**config.mk**
```make
export PLATFORM = sky130hd
export DESIGN_NAME = double_ended_queue
export DESIGN_NICKNAME = d
export VERILOG_FILES = /design/src/rtl/dq_pkg.sv /design/src/rtl/dq_datapath.sv /design/src/rtl/dq_controller.sv /design/src/rtl/double_ended_queue.sv
export SDC_FILE = /design/constraint.sdc
export NUM_CORES = 1
export LEC_CHECK = 0
export BUFFER_PORTS_ARGS = -buffer_cell sky130_fd_sc_hd__buf_2
export CORE_AREA = 8 8 231 233
export DETAILED_ROUTE_END_ITERATION = 10
export DIE_AREA = 0 0 239 241
export PLACE_DENSITY_LB_ADDON = 0.08
export SLEW_MARGIN = 20
export SYNTH_ARGS = -nofsm -noshare
export SYNTH_HDL_FRONTEND = slang
export SYNTH_HIERARCHICAL = 1
export SYNTH_SLANG_ARGS = --single-unit
```
**constraint.sdc**
```tcl
create_clock -name clk -period 6.95 [get_ports clk]
set_clock_uncertainty 0.2 [all_clocks]
set_input_delay 1.7375 -clock clk [delete_from_list [all_inputs] [get_ports clk]]
set_output_delay 1.7375 -clock clk [all_outputs]
set_load 0.005 [all_outputs]
```
**src/rtl/dq_pkg.sv**
```systemverilog
`timescale 1ns / 1ps
`default_nettype none
// ----------------------------------------------------------------------------
// dq_pkg
// Shared types and constants of the double-ended queue: beat payloads,
// action and status codes, controller states and control bundles.
// ----------------------------------------------------------------------------
package dq_pkg;

    localparam int DQ_DEPTH = 16;
    localparam int DATA_W   = 32;
    localparam int OCC_W    = 5;

    typedef enum logic [1:0] {
        ACT_PUSH_BACK  = 2'd0,
        ACT_PUSH_FRONT = 2'd1,
        ACT_POP_FRONT  = 2'd2,
        ACT_POP_BACK   = 2'd3
    } dq_action_t;

    typedef enum logic [1:0] {
        ST_OK    = 2'd0,
        ST_EMPTY = 2'd1,
        ST_FULL  = 2'd2
    } dq_status_t;

    typedef struct packed {
        dq_action_t                action;
        logic signed [DATA_W-1:0]  push_value;
    } dq_in_t;

    typedef struct packed {
        logic signed [DATA_W-1:0]  pop_value;
        dq_status_t                status;
        logic        [OCC_W-1:0]   occupancy;
    } dq_out_t;

    typedef enum logic [1:0] {
        S_IDLE = 2'd0,
        S_READ = 2'd1,
        S_RESP = 2'd2
    } dq_state_t;

    // Controller to datapath
    typedef struct packed {
        logic accept;   // execute the beat on the input port
        logic capture;  // load read data into the result register
    } dq_cmd_t;

    // Datapath to controller
    typedef struct packed {
        logic pop_read; // current input beat is a pop that reads the ring
    } dq_stat_t;

endpackage : dq_pkg
`default_nettype wire

```
**src/rtl/dq_datapath.sv**
```systemverilog
`timescale 1ns / 1ps
`default_nettype none
// ----------------------------------------------------------------------------
// dq_datapath
// Ring storage, front index, stored count and the result register.
// ----------------------------------------------------------------------------
module dq_datapath #(
    parameter int DEPTH = dq_pkg::DQ_DEPTH
) (
    input  wire logic            clk,
    input  wire logic            rst_n,
    input  wire dq_pkg::dq_in_t  in_data,
    input  wire dq_pkg::dq_cmd_t cmd,
    output dq_pkg::dq_stat_t     stat,
    output dq_pkg::dq_out_t      out_data
);
    import dq_pkg::*;

    localparam int PW = $clog2(DEPTH);
    localparam int CW = $clog2(DEPTH + 1);
    localparam logic [PW:0]   DEPTH_W = (PW + 1)'(DEPTH);
    localparam logic [PW-1:0] LAST_IDX = PW'(DEPTH - 1);
    localparam logic [CW-1:0] FULL_CNT = CW'(DEPTH);

    logic [DATA_W-1:0] entries_mem [DEPTH];
    logic [DATA_W-1:0] rd_data_reg;

    logic [PW-1:0] front_reg, front_next;
    logic [CW-1:0] count_reg, count_next;
    dq_out_t       out_reg;

    logic          full, empty;
    logic [PW-1:0] front_dec, front_inc, back_slot, tail_slot, slot;
    logic [CW-1:0] count_m1;
    logic          wr_hit, rd_hit;
    dq_status_t    st;

    function automatic logic [PW-1:0] wrap_add(input logic [PW:0] s);
        if (s >= DEPTH_W)
            return PW'(s - DEPTH_W);
        else
            return PW'(s);
    endfunction

    always_comb
    begin
        full      = (count_reg == FULL_CNT);
        empty     = (count_reg == '0);
        count_m1  = count_reg - CW'(1);
        front_dec = (front_reg == '0) ? LAST_IDX : front_reg - PW'(1);
        front_inc = (front_reg == LAST_IDX) ? '0 : front_reg + PW'(1);
        back_slot = wrap_add((PW + 1)'(front_reg) + (PW + 1)'(count_reg));
        tail_slot = wrap_add((PW + 1)'(front_reg) + (PW + 1)'(count_m1));

        front_next = front_reg;
        count_next = count_reg;
        slot       = front_reg;
        wr_hit     = 1'b0;
        rd_hit     = 1'b0;
        st         = ST_OK;

        unique case (in_data.action)
            ACT_PUSH_BACK:
            begin
                if (full)
                    st = ST_FULL;
                else
                begin
                    slot       = back_slot;
                    wr_hit     = 1'b1;
                    count_next = count_reg + CW'(1);
                end
            end
            ACT_PUSH_FRONT:
            begin
                if (full)
                    st = ST_FULL;
                else
                begin
                    slot       = front_dec;
                    front_next = front_dec;
                    wr_hit     = 1'b1;
                    count_next = count_reg + CW'(1);
                end
            end
            ACT_POP_FRONT:
            begin
                if (empty)
                    st = ST_EMPTY;
                else
                begin
                    slot       = front_reg;
                    front_next = front_inc;
                    rd_hit     = 1'b1;
                    count_next = count_m1;
                end
            end
            ACT_POP_BACK:
            begin
                if (empty)
                    st = ST_EMPTY;
                else
                begin
                    slot       = tail_slot;
                    rd_hit     = 1'b1;
                    count_next = count_m1;
                end
            end
        endcase

        stat.pop_read = rd_hit;
    end

    // Pointer state
    always_ff @(posedge clk or negedge rst_n)
    begin
        if (!rst_n)
        begin
            front_reg <= '0;
            count_reg <= '0;
        end
        else if (cmd.accept)
        begin
            front_reg <= front_next;
            count_reg <= count_next;
        end
    end

    // Ring storage, one access per beat, registered read
    always_ff @(posedge clk)
    begin
        if (cmd.accept && wr_hit)
            entries_mem[slot] <= in_data.push_value;
        if (cmd.accept && rd_hit)
            rd_data_reg <= entries_mem[slot];
    end

    // Result register: zero value until a pop fills it
    always_ff @(posedge clk)
    begin
        if (cmd.accept)
        begin
            out_reg.pop_value <= '0;
            out_reg.status    <= st;
            out_reg.occupancy <= OCC_W'(count_next);
        end
        else if (cmd.capture)
            out_reg.pop_value <= rd_data_reg;
    end

    assign out_data = out_reg;

endmodule : dq_datapath
`default_nettype wire

```
**src/rtl/dq_controller.sv**
```systemverilog
`timescale 1ns / 1ps
`default_nettype none
// ----------------------------------------------------------------------------
// dq_controller
// Sequencer: accept a beat, wait for ring read data on a pop, present result.
// ----------------------------------------------------------------------------
module dq_controller (
    input  wire logic             clk,
    input  wire logic             rst_n,
    input  wire logic             in_valid,
    output logic                  in_ready,
    output logic                  out_valid,
    input  wire logic             out_ready,
    input  wire dq_pkg::dq_stat_t stat,
    output dq_pkg::dq_cmd_t       cmd
);
    import dq_pkg::*;

    dq_state_t state_reg, state_next;

    always_ff @(posedge clk or negedge rst_n)
    begin
        if (!rst_n)
            state_reg <= S_IDLE;
        else
            state_reg <= state_next;
    end

    always_comb
    begin
        state_next  = state_reg;
        in_ready    = 1'b0;
        out_valid   = 1'b0;
        cmd.accept  = 1'b0;
        cmd.capture = 1'b0;

        unique case (state_reg)
            S_IDLE:
            begin
                in_ready   = 1'b1;
                cmd.accept = in_valid;
                if (in_valid)
                    state_next = stat.pop_read ? S_READ : S_RESP;
            end
            S_READ:
            begin
                cmd.capture = 1'b1;
                state_next  = S_RESP;
            end
            S_RESP:
            begin
                out_valid = 1'b1;
                if (out_ready)
                    state_next = S_IDLE;
            end
            default:
                state_next = S_IDLE;
        endcase
    end

endmodule : dq_controller
`default_nettype wire

```
**src/rtl/double_ended_queue.sv**
```systemverilog
`timescale 1ns / 1ps
`default_nettype none
// Result: for a push or an error, status and occupancy are registered when the
//         beat is accepted; for a successful pop the ring read is registered
//         first, then loaded into the result register (S_READ, then S_RESP).
// Flow: the sequencer holds one beat in flight until its result beat is taken,
//       so no new beat is accepted before then; an output stall holds it off.
// Reset: rst_n asynchronous, clears front index, count and controller state;
//        ring contents are undefined until written, no clearing pass.
// ----------------------------------------------------------------------------
// double_ended_queue
// Bounded deque of signed 32-bit values held in a ring of DEPTH entries.
// ----------------------------------------------------------------------------
module double_ended_queue #(
    parameter int DEPTH = dq_pkg::DQ_DEPTH
) (
    input  wire logic            clk,
    input  wire logic            rst_n,
    input  wire logic            in_valid,
    output logic                 in_ready,
    input  wire dq_pkg::dq_in_t  in_data,
    output logic                 out_valid,
    input  wire logic            out_ready,
    output dq_pkg::dq_out_t      out_data
);
    import dq_pkg::*;

    // Command and status bundles between sequencer and datapath
    dq_cmd_t  cmd;
    dq_stat_t stat;

    // Sequencer: take one beat, hold it until its result beat is taken
    dq_controller u_ctrl (
        .clk       (clk),
        .rst_n     (rst_n),
        .in_valid  (in_valid),
        .in_ready  (in_ready),
        .out_valid (out_valid),
        .out_ready (out_ready),
        .stat      (stat),
        .cmd       (cmd)
    );

    // Ring, pointers and result register
    dq_datapath #(
        .DEPTH (DEPTH)
    ) u_dp (
        .clk      (clk),
        .rst_n    (rst_n),
        .in_data  (in_data),
        .cmd      (cmd),
        .stat     (stat),
        .out_data (out_data)
    );

    // One beat at a time: after an accept, hold off the next beat
    a_one_at_a_time: assert property (@(posedge clk) disable iff (!rst_n)
        (in_valid && in_ready) |=> !in_ready)
        else $error("input accepted while a beat is still in flight");

    // Never take a new beat while a result is on offer
    a_no_overlap: assert property (@(posedge clk) disable iff (!rst_n)
        (in_valid && in_ready) |-> !out_valid)
        else $error("input accepted while result pending");

    // A full refusal only happens with the ring full
    a_full_occ: assert property (@(posedge clk) disable iff (!rst_n)
        (out_valid && out_data.status == ST_FULL) |->
            (out_data.occupancy == OCC_W'(DEPTH)))
        else $error("full status with wrong occupancy");

    // An empty pop leaves nothing stored and returns zero
    a_empty_zero: assert property (@(posedge clk) disable iff (!rst_n)
        (out_valid && out_data.status == ST_EMPTY) |->
            (out_data.occupancy == '0 && out_data.pop_value == '0))
        else $error("empty status with non-zero value or occupancy");

endmodule : double_ended_queue
`default_nettype wire
```
==> flow_summary.json <==
{
  "finalCriticalPeriod_ns": 4.73,
  "row_count": 82,
  "final_nets": 1802,
  "final_area_mm2": 0.0278,
  "netlist_instances": 1731,
  "path_clk_slew_ns": 0.06,
  "antenna_found_initial": 3,
  "globalRoute.totalOverflow": 0,
  "grt_pass1_vias": 15200,
  "htreeDepth": 3,
  "synth_flop_cell": "edfxtp_1",
  "status": "finished, final reports clean",
  "hp-class": "reg -> reg",
  "fill_cells": 4000,
  "multi_input_area_mm2": 0.00658,
  "ys_warn_count": 6,
  "cp_data_required_time_ns": 6.98,
  "reg2reg_depth": 13,
  "setup_viol": 0,
  "place_inst": 2355,
  "cp_data_arrival_time_ns": 4.76,
  "timing.final.crit_share_pct": 68.1,
  "clockPowerShare_pct": 25.9,
  "area_growth_pct": 13.1,
  "startpoint_type": "input pin",
  "holdPathStages": 2,
  "port_buffers": 78,
  "initial_core_util_pct": 49.6,
  "cts_hold_buf": 0,
  "end_kind": "flip-flop",
  "synth_fp_nets": 1782,
  "worst_slew_pin_slew_ns": 1.10,
  "clock-root-buffer": "clkbuf_16",
  "antenna_left": 0,
  "switching_share_pct": 36.4,
  "cts_setup_buffers": 0,
  "drtPass1Iterations": 5,
  "largest_reg_flops": 512,
  "cts_buffers": 66,
  "grt_start_max_net_pins": 201,
  "layout-drive-gt1-share_pct": 13.7,
  "fmax_mhz": 211,
  "worst_slack_ns": 2.22,
  "ff_latch_area_mm2": 0.0175,
  "rrSetupSlack_ns": 2.23,
  "synth-edff-count": 551,
  "numClockSinks": 594,
  "drtIter0Drc": 1470,
  "grt.total_usage_pct": 21.7,
  "ys_seq_area_share_pct": 70.9,
  "hpwl_mm": 33.4,
  "slew_violations": 0,
  "seqPwrFrac_pct": 35.0,
  "totalPowerFinal_mw": 12.9,
  "synth.ff_latch_count": 594,
  "hold_ws_ns": 0.280,
  "hold_viol_final": 0,
  "die_y_um": 241,
  "ir_drop_mv": 0.342,
  "dp_worst_setup_slack_ns": 1.65,
  "postPlaceCellArea_mm2": 0.0258,
  "synth.avg_cell_area_um2": 14.2,
  "cts_tree": "done",
  "p_sw_mw": 4.69,
  "clock_latency_ns": 0.59,
  "drv_cap": 0,
  "async_reset_ff_share_pct": 1.85,
  "core_mm2": 0.0497,
  "fin_cells": 2472,
  "wire_per_inst_um": 25.4,
  "die_w_um": 239,
  "finalSetupTns_ns": 0,
  "worst-setup-path-type": "in -> reg",
  "dieArea_mm2": 0.0576,
  "gp_congestion": 0.819,
  "cp_max_fo": 59,
  "drc_errors": 0,
  "post_cts_resized": 0,
  "cts_max_path_buffers": 3,
  "p_per_area_mw_per_mm2": 463,
  "synth_cell_types": 51,
  "slew_headroom_pct": 26.9,
  "syn_area_mm2": 0.0246,
  "utilization_pct": 56.1,
  "rsz0062_at_grt": "false",
  "grt_pass1_wl_mm": 95.0,
  "p_leak_nw": 9.17,
  "intPower_mw": 8.20,
  "avgViaCountPerCell": 6.24,
  "ioPinCount": 79,
  "via_count": 15400,
  "power_frac_comb_pct": 39.0,
  "wl_mm": 62.8
}
-- critical path, stage by stage --
cell,delay [ns]
buf_2,0.21
nand2_1,0.07
o21ai_0,0.43
a21o_4,0.60
nand3_1,0.43
nor4bb_4,0.72
buf_4,0.48
-- cells in the final DEF (no fill, tap or decap), types with 4 or more instances in the layout --
cell type	instances
clkbuf_1	23
dfxtp_1	32
a22oi_1	128
a21oi_1	10
mux2i_1	129
buf_4	39
nand3_1	6
xor2_1	6
mux2_2	4
o21ai_0	265
dfrtp_1	11
buf_12	8
nor4_2	7
inv_1	10
clkinv_1	9
ha_1	11
nor4bb_4	4
a31oi_1	259
clkbuf_8	7
xnor2_1	6
buf_2	78
nand2_1	13
nor2_1	49
edfxtp_1	551
clkbuf_16	71
-- cell families after synthesis --
family / after synthesis / share of synthesized area, %
simple gates: 111 / 2.35
compound gates: 684 / 16.7
buf+inv: 183 / 3.36
mux: 134 / 5.47
fa+ha+maj: 13 / 0.722
xor+xnor: 12 / 0.427
flops: 594 / 70.9
-- final cells by class --
class,instances,share of cell area (%)
well taps,672,3.02
multi-input cells,954,23.6
repair buffers,125,3.03
flip-flops and latches,594,62.7
clock buffers,101,7.04
inverters,10,0.135
clock inverters,15,0.422
diodes,1,0.00899
-- metal layers --
layer | routed length [um] | global-route usage, % | share of wire (%) | vias up
met5 | 11 | 0 | 0.018 | -
met4 | 1690 | 7.06 | 2.7 | 2
met3 | 3600 | 3.98 | 5.7 | 112
met2 | 29900 | 34.9 | 48 | 507
met1 | 27700 | 29.8 | 44 | 7810
li1 | - | - | - | 6991
-- power by group through the flow --
stage	Clock, mW	Sequential [mW]	Combinational (mW)
6_report	3.34	4.51	5.03
3_3_place_gp	0	4.59	4.97
4_1_cts	3.41	4.52	5.04
3_5_place_dp	0	4.59	5.02
5_1_grt	3.56	4.55	5.47
2_1_floorplan	0	4.54	3.60
-- synthesized netlist by cell type, types with 4 or more instances --
library cell  instances  share of area (%)
nand2_1              14               0.21
o21ai_0             265                5.4
xor2_1                6               0.21
nor4b_1               4               0.14
nor4_1                9               0.23
mux2i_1             130                5.3
dfxtp_1              32                2.6
nand3_1               7               0.14
inv_1                10               0.15
buf_2                47               0.96
a21oi_1              11               0.22
buf_6                 9               0.41
a31oi_1             259                6.6
xnor2_1               6               0.21
dfrtp_1              11                1.1
buf_1                 7               0.11
ha_1                 11               0.56
mux2_2                4               0.18
a22oi_1             128                3.9
nor4bb_1              4               0.16
buf_4                 4               0.12
edfxtp_1            551                 67
and3_1                5               0.13
nor2_1               49               0.75
clkbuf_1            106                1.6
-- final timing paths --
kind	from	endpoint
max in group asynchronous	rst_n	u_dp/front_reg[2]
hold reg to reg	u_dp/rd_data_reg[22]	u_dp/out_data[29]
min in group asynchronous	rst_n	u_ctrl/state_reg[0]
setup reg to reg	u_dp/count_reg[0]	u_dp/entries_mem[15][7]
setup / recovery	in_data[32]	u_dp/entries_mem[9][1]
hold / removal	u_dp/rd_data_reg[22]	u_dp/out_data[29]
Power figures use the tool's default switching activity.
